**config.mk**
```make
export PLATFORM = sky130hd
export DESIGN_NAME = csp_seg
export DESIGN_NICKNAME = d
export VERILOG_FILES = /design/src/rtl/core/csp_pkg.sv /design/src/rtl/core/csp_seg.sv
export SDC_FILE = /design/constraint.sdc
export NUM_CORES = 1
export LEC_CHECK = 0
export CAP_MARGIN = 5
export CORE_MARGIN = 4
export CORE_UTILIZATION = 62
export DETAILED_ROUTE_END_ITERATION = 6
export DONT_BUFFER_PORTS = 1
export PLACE_DENSITY_LB_ADDON = 0.2
export SYNTH_ARGS = -nofsm -noshare
export SYNTH_HDL_FRONTEND = slang
export SYNTH_SLANG_ARGS = --single-unit
export TNS_END_PERCENT = 100
```
**constraint.sdc**
```tcl
create_clock -name vclk -period 8.95
set_input_delay 1.3425 -clock vclk [all_inputs]
set_output_delay 1.3425 -clock vclk [all_outputs]
set_load 0.01 [all_outputs]
```
**src/rtl/core/csp_pkg.sv**
```systemverilog
// ----------------------------------------------------------------------------
// csp_pkg
// Shared constants, types and helpers for the cubic spline point evaluator.
// ----------------------------------------------------------------------------
package csp_pkg;

    localparam int COORD_BITS     = 24;
    localparam int FRAC_BITS      = 16;
    localparam int PARAM_BITS     = 25;
    localparam int INDEX_BITS     = 6;
    localparam int COUNT_BITS     = 7;
    localparam int CFG_INDEX_BITS = 2;
    localparam int MAX_POINTS_DEF = 64;

    // integer part of t
    localparam int TINT_BITS  = PARAM_BITS - 1 - FRAC_BITS;
    // fraction values 0..one
    localparam int FW         = FRAC_BITS + 1;
    // signed weight, up to 4*one
    localparam int WW         = FRAC_BITS + 4;
    // signed prescaled point, up to 6*p + 2*p
    localparam int PW         = COORD_BITS + 4;
    localparam int PRODW      = PW + WW;
    localparam int ACCW       = PRODW + 2;
    localparam int POINT_BITS = 3 * COORD_BITS;

    // final divide by 3 on a biased nonnegative value
    localparam int ZW          = COORD_BITS + 4;
    localparam int BIAS_SHIFT  = COORD_BITS + 2;
    localparam logic [31:0] RECIP3 = 32'hAAAA_AAAB;
    localparam int RECIP_SHIFT = 33;

    localparam logic [FW-1:0] ONE  = FW'(1) << FRAC_BITS;
    localparam logic [FW-1:0] HALF = FW'(1) << (FRAC_BITS - 1);

    localparam logic ACT_WRITE     = 1'b0;
    localparam logic ACT_EVAL      = 1'b1;
    localparam logic MODE_CATMULL  = 1'b0;
    localparam logic MODE_BSPLINE  = 1'b1;

    typedef enum logic [CFG_INDEX_BITS-1:0] {
        CFG_POINT_COUNT  = 2'd0,
        CFG_SPLINE_MODE  = 2'd1,
        CFG_CLOSED_CURVE = 2'd2
    } t_cfg_index;

    // rounded product of two fraction values
    function automatic logic [FW-1:0] fmul(input logic [FW-1:0] a, input logic [FW-1:0] b);
        logic [2*FW-1:0] p;
        p = (2*FW)'(a) * (2*FW)'(b) + (2*FW)'(HALF);
        return p[FRAC_BITS +: FW];
    endfunction

endpackage

```
**src/rtl/core/csp_seg.sv**
```systemverilog
// ----------------------------------------------------------------------------
// csp_seg
// Segment selection: clamps t, picks the segment and fraction, and forms the
// four wrapped control point addresses.
// ----------------------------------------------------------------------------
module csp_seg #(
    parameter int AW = 6,
    parameter int CW = 7
) (
    input  logic [csp_pkg::PARAM_BITS-1:0] i_curve_param,
    input  logic [CW-1:0]                  i_count,
    input  logic                           i_mode,
    input  logic                           i_closed,
    output logic [csp_pkg::FW-1:0]         o_u,
    output logic [AW-1:0]                  o_addr [4]
);

    import csp_pkg::*;

    localparam int IW = ((CW > TINT_BITS) ? CW : TINT_BITS) + 2;

    logic signed [IW-1:0] n_s;
    logic signed [IW-1:0] idx;
    logic signed [IW-1:0] s_k;
    logic [TINT_BITS-1:0] t_int;
    logic [FRAC_BITS-1:0] t_frac;
    logic [FW-1:0]        u;

    always_comb begin
        n_s = IW'(i_count);
        if (i_curve_param[PARAM_BITS-1]) begin
            t_int  = '0;
            t_frac = '0;
        end else begin
            t_int  = i_curve_param[PARAM_BITS-2:FRAC_BITS];
            t_frac = i_curve_param[FRAC_BITS-1:0];
        end
        idx = IW'(t_int);
        u   = FW'(t_frac);
        // past the end: last segment at fraction one
        if (idx >= n_s) begin
            idx = n_s - IW'(1);
            u   = ONE;
        end
        if (i_mode == MODE_CATMULL && !i_closed) begin
            if (idx < IW'(1)) begin
                idx = IW'(1);
                u   = '0;
            end else if (idx >= n_s - IW'(2)) begin
                idx = n_s - IW'(3);
                u   = ONE;
            end
        end
        o_u = u;
        for (int k = 0; k < 4; k++) begin
            s_k = idx + IW'(k) - IW'(i_mode == MODE_CATMULL);
            if (s_k < 0) begin
                s_k = s_k + n_s;
            end else if (s_k >= n_s) begin
                s_k = s_k - n_s;
            end
            o_addr[k] = s_k[AW-1:0];
        end
    end

endmodule

```
==> metrics.md <==
| Metric | Value |
|---|---|
| Status | completed |
| Final net count | 836 |
| Width of the die | 93.31 um |
| Worst setup SP type | input pin |
| Drt first pass iters | 5 |
| CP max FO | 6 |
| Routed Antenna Nets | 0 |
| Fraction of layout cells with a size suffix above 1 | between 20% and 30% |
| Slowest stage delay, CP | 0.43 ns |
| Maximum VDD drop | 0.2194 mV |
| Syn nets | 752 |
| Fin cells | 796 |
| Post-synthesis mux area share | between 3 and 4% |
| Total track usage | 32.44% |
| First-pass GRT wire length | about 23000 um |
| CP max stage cell | fa_1 |
| Simple-gate share of the synthesized area | between 20% and 30% |
| CP endpoint kind | output port |
| Core ar. | roughly 7000 um^2 |
| Vias in the first global route | between 4000 and 5000 |
| Leak pwr | about 2.6 nW |
| TNS Setup | 0 ns |
| Min cycle time layout | 8.831 ns |
| Worst slew margin | a little under two fifths |
| Xor/xnor cell area share of the yosys netlist | roughly a tenth |
| RSZ-0062 raised after global routing | true |
| Most frequent CP cell | a21o_1 |
| Initial core utilization | 64.97% |
| Largest family of logic cells by synthesized area | adder cells |
| Type of the worst setup path | input pin to output port |
| Hold WC Path Type | input pin to output port |
| FF+latch area | 0 um^2 |
| Synth warn | 0 |
| Pins Over Slew Limit | 0 |
| I/O pins | 75 |
| Drt drc | 0 |
| Routability Congestion | 1.094 |
| # diodes | 0 |
| Seq Cell Count | 0 |
| Post-synthesis sequential area ratio | 0% |
| Slew @ Worst Pin | 0.9417 ns |
| Via count | 5223 |
| Area growth syn-to-layout | 28.20% |
| Filler Cells Inserted | 427 |
| Post-DP HPWL | 11730 um |
| Count of cell types in the netlist | 73 |
| Mapped cell area | 4512 um^2 |
| Mean Syn Cell Area | roughly 7.3 um^2 |
| Die footprint | slightly below 9000 um^2 |
| Largest net degree at the start of global routing | 17 |
| Overflow after GRT | 0 |
| Compound-Gate Fraction of Synth Area | 27.95% |
| Std-Cell Rows | 30 |
| Endpoints failing hold | 0 |
| Placed Cells | 772 |
| CP required | 7.61 ns |
| Final Cycle Share | 98.67% |
| Synth Area in Adders | just under 30% |
| Wire per inst | a little under 20 um |
| Pwr dens | 294.3 nW/um^2 |
| Initial antenna violation count | 0 |
| Total power | 0.001702 W |
| # setup viols final | 0 |
| Clkbuf count | 0 |
| Worst EP arrival | 7.49 ns |
| Final wirelength | between 15000 and 20000 um |
| Final core utilization | 83.30% |
| Max Fclk | 113.2 MHz |
| Die H | a little over 90 um |
| Max-cap viol count | 0 |
| Cell count after synthesis | 618 |
| Vias per inst | 6.562 |
| CTS hold repair buffers | 0 |
| Port Buffers | 0 |
| DRT iter0 DRCs | 387 |
## final timing paths
path	startpoint	endpoint	slack [ns]	cells past startpoint
worst max-delay path	i_curve_param[21]	o_addr[6]	0.12	29
worst min-delay path	i_curve_param[2]	o_u[2]	2.83	1
## cell usage in the layout, fill, tap and decap left out, types with 9 or more instances in the layout
cell | netlist | layout
nand2_1 | 52 | 49
a21oi_2 | 0 | 12
xnor2_1 | 40 | 37
ha_1 | 91 | 74
inv_1 | 44 | 38
o21ai_0 | 25 | 19
ha_4 | 0 | 10
o21bai_1 | 13 | 13
a21o_1 | 11 | 11
mux2i_1 | 12 | 11
a21oi_1 | 58 | 45
xor2_1 | 11 | 9
nor2_1 | 57 | 54
buf_4 | 1 | 90
and2_1 | 21 | 20
## cell type report
| type | count | area [um^2] | area share, % |
|---|---|---|---|
| Multi-Input combinational cell | 557 | 4726 | 81.70 |
| Timing Repair Buffer | 96 | 755.7 | 13.07 |
| Inverter | 47 | 182.7 | 3.158 |
| Tap cell | 96 | 120.1 | 2.077 |
## critical path: cells and delay by family
family / cells / cell delay (ns)
multiplexers: 1 / 0.34
adder cells (fa/ha/maj): 4 / 1.30
AO/OA/AOI/OAI: 14 / 3.10
buffers and inverters: 2 / 0.24
AND/OR/NAND/NOR: 8 / 1.15
## layer usage
| metal | wire length [um] | global-route usage, % | up-vias |
|---|---|---|---|
| li1 | - | - | 2374 |
| met1 | 6152 | 40.73 | 2428 |
| met2 | 7388 | 56.58 | 343 |
| met3 | 1277 | 2.414 | 78 |
| met4 | 780 | 13.92 | 0 |
| met5 | 0 | 0 | - |
## power breakdown
part / internal (W) / switching, W
sequential: 0 / 0
clock: 0 / 0
combinational: 0.000796 / 0.000906
total: 0.000796 / 0.000906
## metrics by stage
step                worst slack [ns]  area, um^2  hold slack, ns
floorplan                   0.002544        4581           2.829
global placement             0.09725        5179           2.837
detailed placement          -0.09760        5179           2.834
CTS                          0.01140        5234           2.835
global route                 -0.1741        5784           2.836
finish                        0.1193        5784           2.834
## cell usage after synthesis (all sizes together), types with 5 or more instances
cell	number	share of area [%]
nor2b	11	1.5
and2	21	2.9
o21a	9	1.5
a21oi	59	6.8
nor2	57	4.7
nand4	5	0.69
a21o	11	1.8
fa	9	4.0
nand2	53	4.5
a211oi	9	1.9
inv	45	3.8
or2	7	0.97
clkbuf	10	0.86
nor3	10	1.3
mux2	5	1.3
xor2	11	2.1
mux2i	12	2.7
a31oi	7	0.97
o21ai	31	3.4
ha	91	25
nand3	5	0.55
o21bai	13	2.2
o211ai	7	1.2
a22oi	9	1.6
xnor2	40	7.8
nand2b	10	1.4
## cells by family (layout without fill, tap and decap cells)
group	count (synthesis)	after routing
and+or+nand+nor	203	203
AOI/OAI and AO/OA	185	185
adders and majority gates	100	100
buffers and inverters	61	143
xor gates and xnor gates	52	52
muxes	17	17
## what timing repair did
action | in CTS | in global routing
pin swaps | 1 | 42
buffers inserted | 0 | 24
cloned | 0 | 0
gates resized for setup | 9 | 81
endpoints found under the setup margin | 7 | 23
No activity file was read; power rests on OpenSTA's default activity.
