## config.mk

```make
export PLATFORM = sky130hd
export DESIGN_NAME = csp_weight
export DESIGN_NICKNAME = d
export VERILOG_FILES = /design/src/rtl/core/csp_pkg.sv /design/src/rtl/core/csp_weight.sv
export SDC_FILE = /design/constraint.sdc
export NUM_CORES = 2
export LEC_CHECK = 0
export BUFFER_PORTS_ARGS = -buffer_cell sky130_fd_sc_hd__buf_2
export CAP_MARGIN = 10
export CORE_MARGIN = 2
export CORE_UTILIZATION = 65
export CTS_BUF_LIST = sky130_fd_sc_hd__clkbuf_4 sky130_fd_sc_hd__clkbuf_8
export CTS_CLUSTER_SIZE = 40
export DETAILED_ROUTE_END_ITERATION = 6
export GPL_ROUTABILITY_DRIVEN = 0
export GPL_TIMING_DRIVEN = 0
export PLACE_DENSITY = 0.83
export SYNTH_ARGS = -nofsm -noshare
export SYNTH_HDL_FRONTEND = slang
export SYNTH_SLANG_ARGS = --single-unit
```

## constraint.sdc

```tcl
create_clock -name i_clk -period 17.3 [get_ports i_clk]
set_clock_uncertainty 0.15 [all_clocks]
set_input_delay 5.19 -clock i_clk [delete_from_list [all_inputs] [get_ports i_clk]]
set_output_delay 5.19 -clock i_clk [all_outputs]
set_load 0.03 [all_outputs]
```

## src/rtl/core/csp_pkg.sv

```systemverilog
// ----------------------------------------------------------------------------
// csp_pkg
// Shared constants, types and helpers for the cubic spline point evaluator.
// ----------------------------------------------------------------------------
package csp_pkg;

    localparam int COORD_BITS     = 24;
    localparam int FRAC_BITS      = 16;
    localparam int PARAM_BITS     = 25;
    localparam int INDEX_BITS     = 6;
    localparam int COUNT_BITS     = 7;
    localparam int CFG_INDEX_BITS = 2;
    localparam int MAX_POINTS_DEF = 64;

    // integer part of t
    localparam int TINT_BITS  = PARAM_BITS - 1 - FRAC_BITS;
    // fraction values 0..one
    localparam int FW         = FRAC_BITS + 1;
    // signed weight, up to 4*one
    localparam int WW         = FRAC_BITS + 4;
    // signed prescaled point, up to 6*p + 2*p
    localparam int PW         = COORD_BITS + 4;
    localparam int PRODW      = PW + WW;
    localparam int ACCW       = PRODW + 2;
    localparam int POINT_BITS = 3 * COORD_BITS;

    // final divide by 3 on a biased nonnegative value
    localparam int ZW          = COORD_BITS + 4;
    localparam int BIAS_SHIFT  = COORD_BITS + 2;
    localparam logic [31:0] RECIP3 = 32'hAAAA_AAAB;
    localparam int RECIP_SHIFT = 33;

    localparam logic [FW-1:0] ONE  = FW'(1) << FRAC_BITS;
    localparam logic [FW-1:0] HALF = FW'(1) << (FRAC_BITS - 1);

    localparam logic ACT_WRITE     = 1'b0;
    localparam logic ACT_EVAL      = 1'b1;
    localparam logic MODE_CATMULL  = 1'b0;
    localparam logic MODE_BSPLINE  = 1'b1;

    typedef enum logic [CFG_INDEX_BITS-1:0] {
        CFG_POINT_COUNT  = 2'd0,
        CFG_SPLINE_MODE  = 2'd1,
        CFG_CLOSED_CURVE = 2'd2
    } t_cfg_index;

    // rounded product of two fraction values
    function automatic logic [FW-1:0] fmul(input logic [FW-1:0] a, input logic [FW-1:0] b);
        logic [2*FW-1:0] p;
        p = (2*FW)'(a) * (2*FW)'(b) + (2*FW)'(HALF);
        return p[FRAC_BITS +: FW];
    endfunction

endpackage

```

## src/rtl/core/csp_weight.sv

```systemverilog
// ----------------------------------------------------------------------------
// csp_weight
// Three stage pipeline forming the four blend weights from the fraction u.
// ----------------------------------------------------------------------------
module csp_weight (
    input  logic                          i_clk,
    input  logic                          i_en,
    input  logic [csp_pkg::FW-1:0]        i_u,
    input  logic                          i_mode,
    output logic signed [csp_pkg::WW-1:0] o_w [4]
);

    import csp_pkg::*;

    localparam logic signed [WW-1:0] ONE_W = WW'(ONE);

    logic [FW-1:0] r_s2_u, r_s2_v, r_s2_u2, r_s2_v2;
    logic          r_s2_mode;
    logic [FW-1:0] r_s3_u, r_s3_u2, r_s3_u3, r_s3_v3, r_s3_uv2, r_s3_u2v;
    logic          r_s3_mode;
    logic signed [WW-1:0] r_w [4];
    logic signed [WW-1:0] n_w [4];
    logic [FW-1:0] n_v;
    logic signed [WW-1:0] e_u, e_u2, e_u3;

    assign n_v = ONE - i_u;

    always_ff @(posedge i_clk) begin
        if (i_en) begin
            r_s2_u    <= i_u;
            r_s2_v    <= n_v;
            r_s2_u2   <= fmul(i_u, i_u);
            r_s2_v2   <= fmul(n_v, n_v);
            r_s2_mode <= i_mode;
            r_s3_u    <= r_s2_u;
            r_s3_u2   <= r_s2_u2;
            r_s3_u3   <= fmul(r_s2_u2, r_s2_u);
            r_s3_v3   <= fmul(r_s2_v2, r_s2_v);
            r_s3_uv2  <= fmul(r_s2_u, r_s2_v2);
            r_s3_u2v  <= fmul(r_s2_u2, r_s2_v);
            r_s3_mode <= r_s2_mode;
            r_w       <= n_w;
        end
    end

    always_comb begin
        e_u    = WW'(r_s3_u);
        e_u2   = WW'(r_s3_u2);
        e_u3   = WW'(r_s3_u3);
        n_w[0] = WW'(r_s3_v3);
        n_w[3] = e_u3;
        if (r_s3_mode == MODE_BSPLINE) begin
            n_w[1] = WW'(3 * e_u3 - 6 * e_u2 + 4 * ONE_W);
            n_w[2] = WW'(-3 * e_u3 + 3 * e_u2 + 3 * e_u + ONE_W);
        end else begin
            n_w[1] = WW'(3 * r_s3_uv2);
            n_w[2] = WW'(3 * r_s3_u2v);
        end
    end

    assign o_w = r_w;

endmodule

```

==> out/results.tsv <==
stage	metric	value	unit
floorplan	io_pins	100	
cells_and_area	fin_cells	8300	
routing	initialDrtViolationCount	4812	
routing	antenna_left	0	
logic_synthesis	synth_edf_count	245	
routing	drt_pass1_iterations	7	
sta	fmax	69.8	MHz
worst_setup_path	worstPathBufferInverterCount	8	
global_routing	grt_pass1_vias	53700	
worst_setup_path	startpoint_type	input port	
clocking	clkTransAtPathRegs	0.05	ns
worst_setup_path	cpLargestDelayFamily	adder cells	
job	maxCapViolCount	0	
clocking	cts_max_level	2	
cells_and_area	final_util	68.6	%
cells_and_area	final_common_cell	inv_1	
worst_setup_path	r2r-end	r_s3_u2v[16]$_DFFE_PP_	
logic_synthesis	syn_area_per_cell	9.60	sq um
clocking	clock_latency	0.71	ns
sta	tightest_slew	1.41	ns
sta	setup_violations	0	
logic_synthesis	synth_top_area_share	41.0	%
floorplan	die-area	0.103	sq mm
clocking	cts_sinks	245	
routing	drc	21	
worst_setup_path	cp-startpoint	i_u[0]	
cells_and_area	nFillCells	7134	
sta	hold_violations	0	
cells_and_area	seqCellArea	0.00736	sq mm
worst_setup_path	worst-path-stages	31	
logic_synthesis	synth_ff_type	edfxtp_1	
floorplan	core	0.0997	sq mm
floorplan	dieWidth	321	um
clocking	clockRootBuffer	clkbuf_8	
global_routing	grt_pass1_wl	295000	um
logic_synthesis	synth-seq-area-share	11.3	%
sta	rsz0062_at_grt	false	
routing	via_per_inst	5.97	
logic_synthesis	yosys.area.top_type	fa_1	
clocking	ctsHoldBuffers	0	
worst_hold_path	hold_start	r_s3_v3[7]$_DFFE_PP_	
placement	dpl.cell_count	8191	
sta	period_needed	14.33	ns
global_routing	antenna_found_initial	18	
clocking	postCtsSetupRepairBufs	0	
sta	period_share	82.9	%
worst_setup_path	arrival	14.54	ns
logic_synthesis	async_reset_ff_share	0	%
global_routing	grt_max_degree	113	
cells_and_area	syn_to_final_growth	4.94	%
global_routing	met3_usage	15.2	%
floorplan	start_util	65.4	%
routing	vias	49500	
worst_setup_path	reg2reg_from	r_s2_v[2]$_DFFE_PP_	
logic_synthesis	syn_area	0.0652	sq mm
global_routing	grt.busiest_layer	met2	
worst_setup_path	cpMostUsedCell	fa_1	
worst_setup_path	critPathCapture	r_s2_v2[16]$_DFFE_PP_	
global_routing	grt-ovfl-total	0	
cells_and_area	multi_input_area	0.0507	sq mm
worst_setup_path	critical_path_class	in2reg	
placement	hpwl	154000	um
outcome	status	complete, but fails checks	
global_routing	gr-usage-met2	58.1	%
logic_synthesis	ys_types	89	
sta	setup_tns	0	ns
placement	portBuffers	93	
worst_setup_path	cp-end-kind	flop	
sta	slew-limit-headroom	5.79	%
floorplan	die_height	321	um
clocking	cts_buffers	47	
worst_setup_path	slowest_delay	0.81	ns
logic_synthesis	yosys_warnings	0	
clocking	cts_tree	yes	
outcome	violations	design-rule violations	
logic_synthesis	ys_top_cells_by_area	fa_1, ha_1, edfxtp_1, inv_1, nand2_1	
sta	drv_slew	0	
routing	wirelength	189000	um
worst_setup_path	r2r_setup_slack	8.45	ns
worst_setup_path	worstPathRequired	17.50	ns
clocking	cts_resized	0	
worst_setup_path	r2r_cells	25	
worst_setup_path	crit_path_max_fanout	10	
logic_synthesis	syn_inst	6792	
logic_synthesis	ys_ff_latch	245	
worst_hold_path	hold_path_class	reg2reg	
worst_setup_path	cp_slowest_cell	xor2_1	
cells_and_area	final_nets	9121	
global_routing	grt_use_total	38.3	%
global_routing	grt_use_met1	44.5	%
floorplan	fp-row-count	116	
cells_and_area	mostFrequentLayoutCells	inv_1, fa_1, nand2_1	
clocking	cts_buffer_depth	3	
routing	routedWlPerCell	22.7	um
cells_and_area	drive_gt1_share	3.35	%
==> metrics by stage <==
stage          hold WS, ns  setup WS, ns  cell area [sq um]
6_report             0.266          2.97              68400
5_1_grt              0.275          2.56              68400
4_1_cts              0.268          3.43              68400
3_5_place_dp         0.255          2.81              67400
3_3_place_gp         0.253          2.35              67300
2_1_floorplan        0.250          4.57              65200
==> state kept, by name, summed over array words and instances, names as in the netlist, 17 cells and up <==
| register | count |
|---|---|
| r_s2_u2 | 17 |
| r_s2_u | 17 |
| r_s3_u2 | 17 |
| r_s3_uv2 | 17 |
| r_s3_u3 | 17 |
| r_s3_v3 | 17 |
| r_s2_v2 | 17 |
| r_s3_u2v | 17 |
| o_w | 74 |
| r_s3_u | 17 |
==> how the worst min path moves through the flow <==
stage / cells past startpoint / slack [ns] / to
global placement: 0 / 0.25 / o_w[72]$_DFFE_PP_
global route: 0 / 0.28 / o_w[67]$_DFFE_PP_
CTS: 0 / 0.27 / o_w[60]$_DFFE_PP_
floorplan: 0 / 0.25 / o_w[60]$_DFFE_PP_
detailed placement: 0 / 0.26 / o_w[60]$_DFFE_PP_
finish: 0 / 0.27 / o_w[67]$_DFFE_PP_
==> area by class of cell <==
type	instances	area share (%)
well taps	1298	2.37
flip-flops and latches	245	10.7
inverters	1636	8.97
plain buffers	264	1.49
repair buffers	97	0.797
clock inverters	26	0.366
diodes	26	0.0951
clock buffers	56	1.05
multi-input cells	4652	74.1
==> synth_stat cells (6+ instances only) <==
cell / n
edfxtp_1: 245
a31oi_1: 12
and3_1: 18
fa_1: 1336
xnor2_1: 153
o21a_1: 21
nand3_1: 42
a31o_2: 6
o21ai_0: 67
a21o_1: 65
inv_2: 6
a211oi_1: 17
a21oi_1: 130
o21bai_1: 14
o211ai_1: 6
xor2_1: 75
a2111oi_0: 6
nand2b_1: 27
ha_1: 822
clkbuf_1: 250
and2_1: 505
or3_1: 9
nor2_1: 208
nor3_1: 52
and4_1: 6
buf_4: 7
o31ai_1: 9
inv_1: 1625
buf_1: 7
nor2b_1: 28
nand2_1: 878
o21ai_1: 15
nand4_1: 12
a211o_1: 8
==> per-layer routing <==
layer | vias to the layer above | wire, um
met5 | - | 121
met4 | 12 | 17300
met3 | 1077 | 27700
met2 | 3544 | 81200
met1 | 24100 | 62400
li1 | 20800 | -
==> cell families after synthesis <==
| family | synth area share, % |
|---|---|
| simple gates | 13.2 |
| fa+ha+maj | 56.8 |
| flops | 11.3 |
| mux | 0.102 |
| buf+inv | 11.0 |
| compound gates | 4.49 |
| other cells | 0.00575 |
| xor+xnor | 3.15 |
==> worst register-to-register path: stages, from the launching register on <==
cell       delay, ns
edfxtp_1        0.32
clkbuf_1        0.46
clkbuf_1        1.10
nand2_1         0.21
fa_1            0.59
inv_1           0.06
fa_1            0.53
inv_1           0.06
fa_1            0.50
inv_1           0.06
fa_1            0.54
inv_1           0.05
fa_1            0.48
inv_1           0.06
fa_1            0.47
ha_1            0.22
a2111oi_0       0.78
o21ai_1         0.16
a21oi_1         0.15
o31ai_1         0.29
a31o_2          0.33
nor3b_2         0.25
o21ai_1         0.17
a211o_1         0.32
a21oi_2         0.15
xnor2_1         0.10
Power is left out: the tool's default activity adds up to more than one toggle a clock period on the data nets, which glitch-free logic cannot reach.
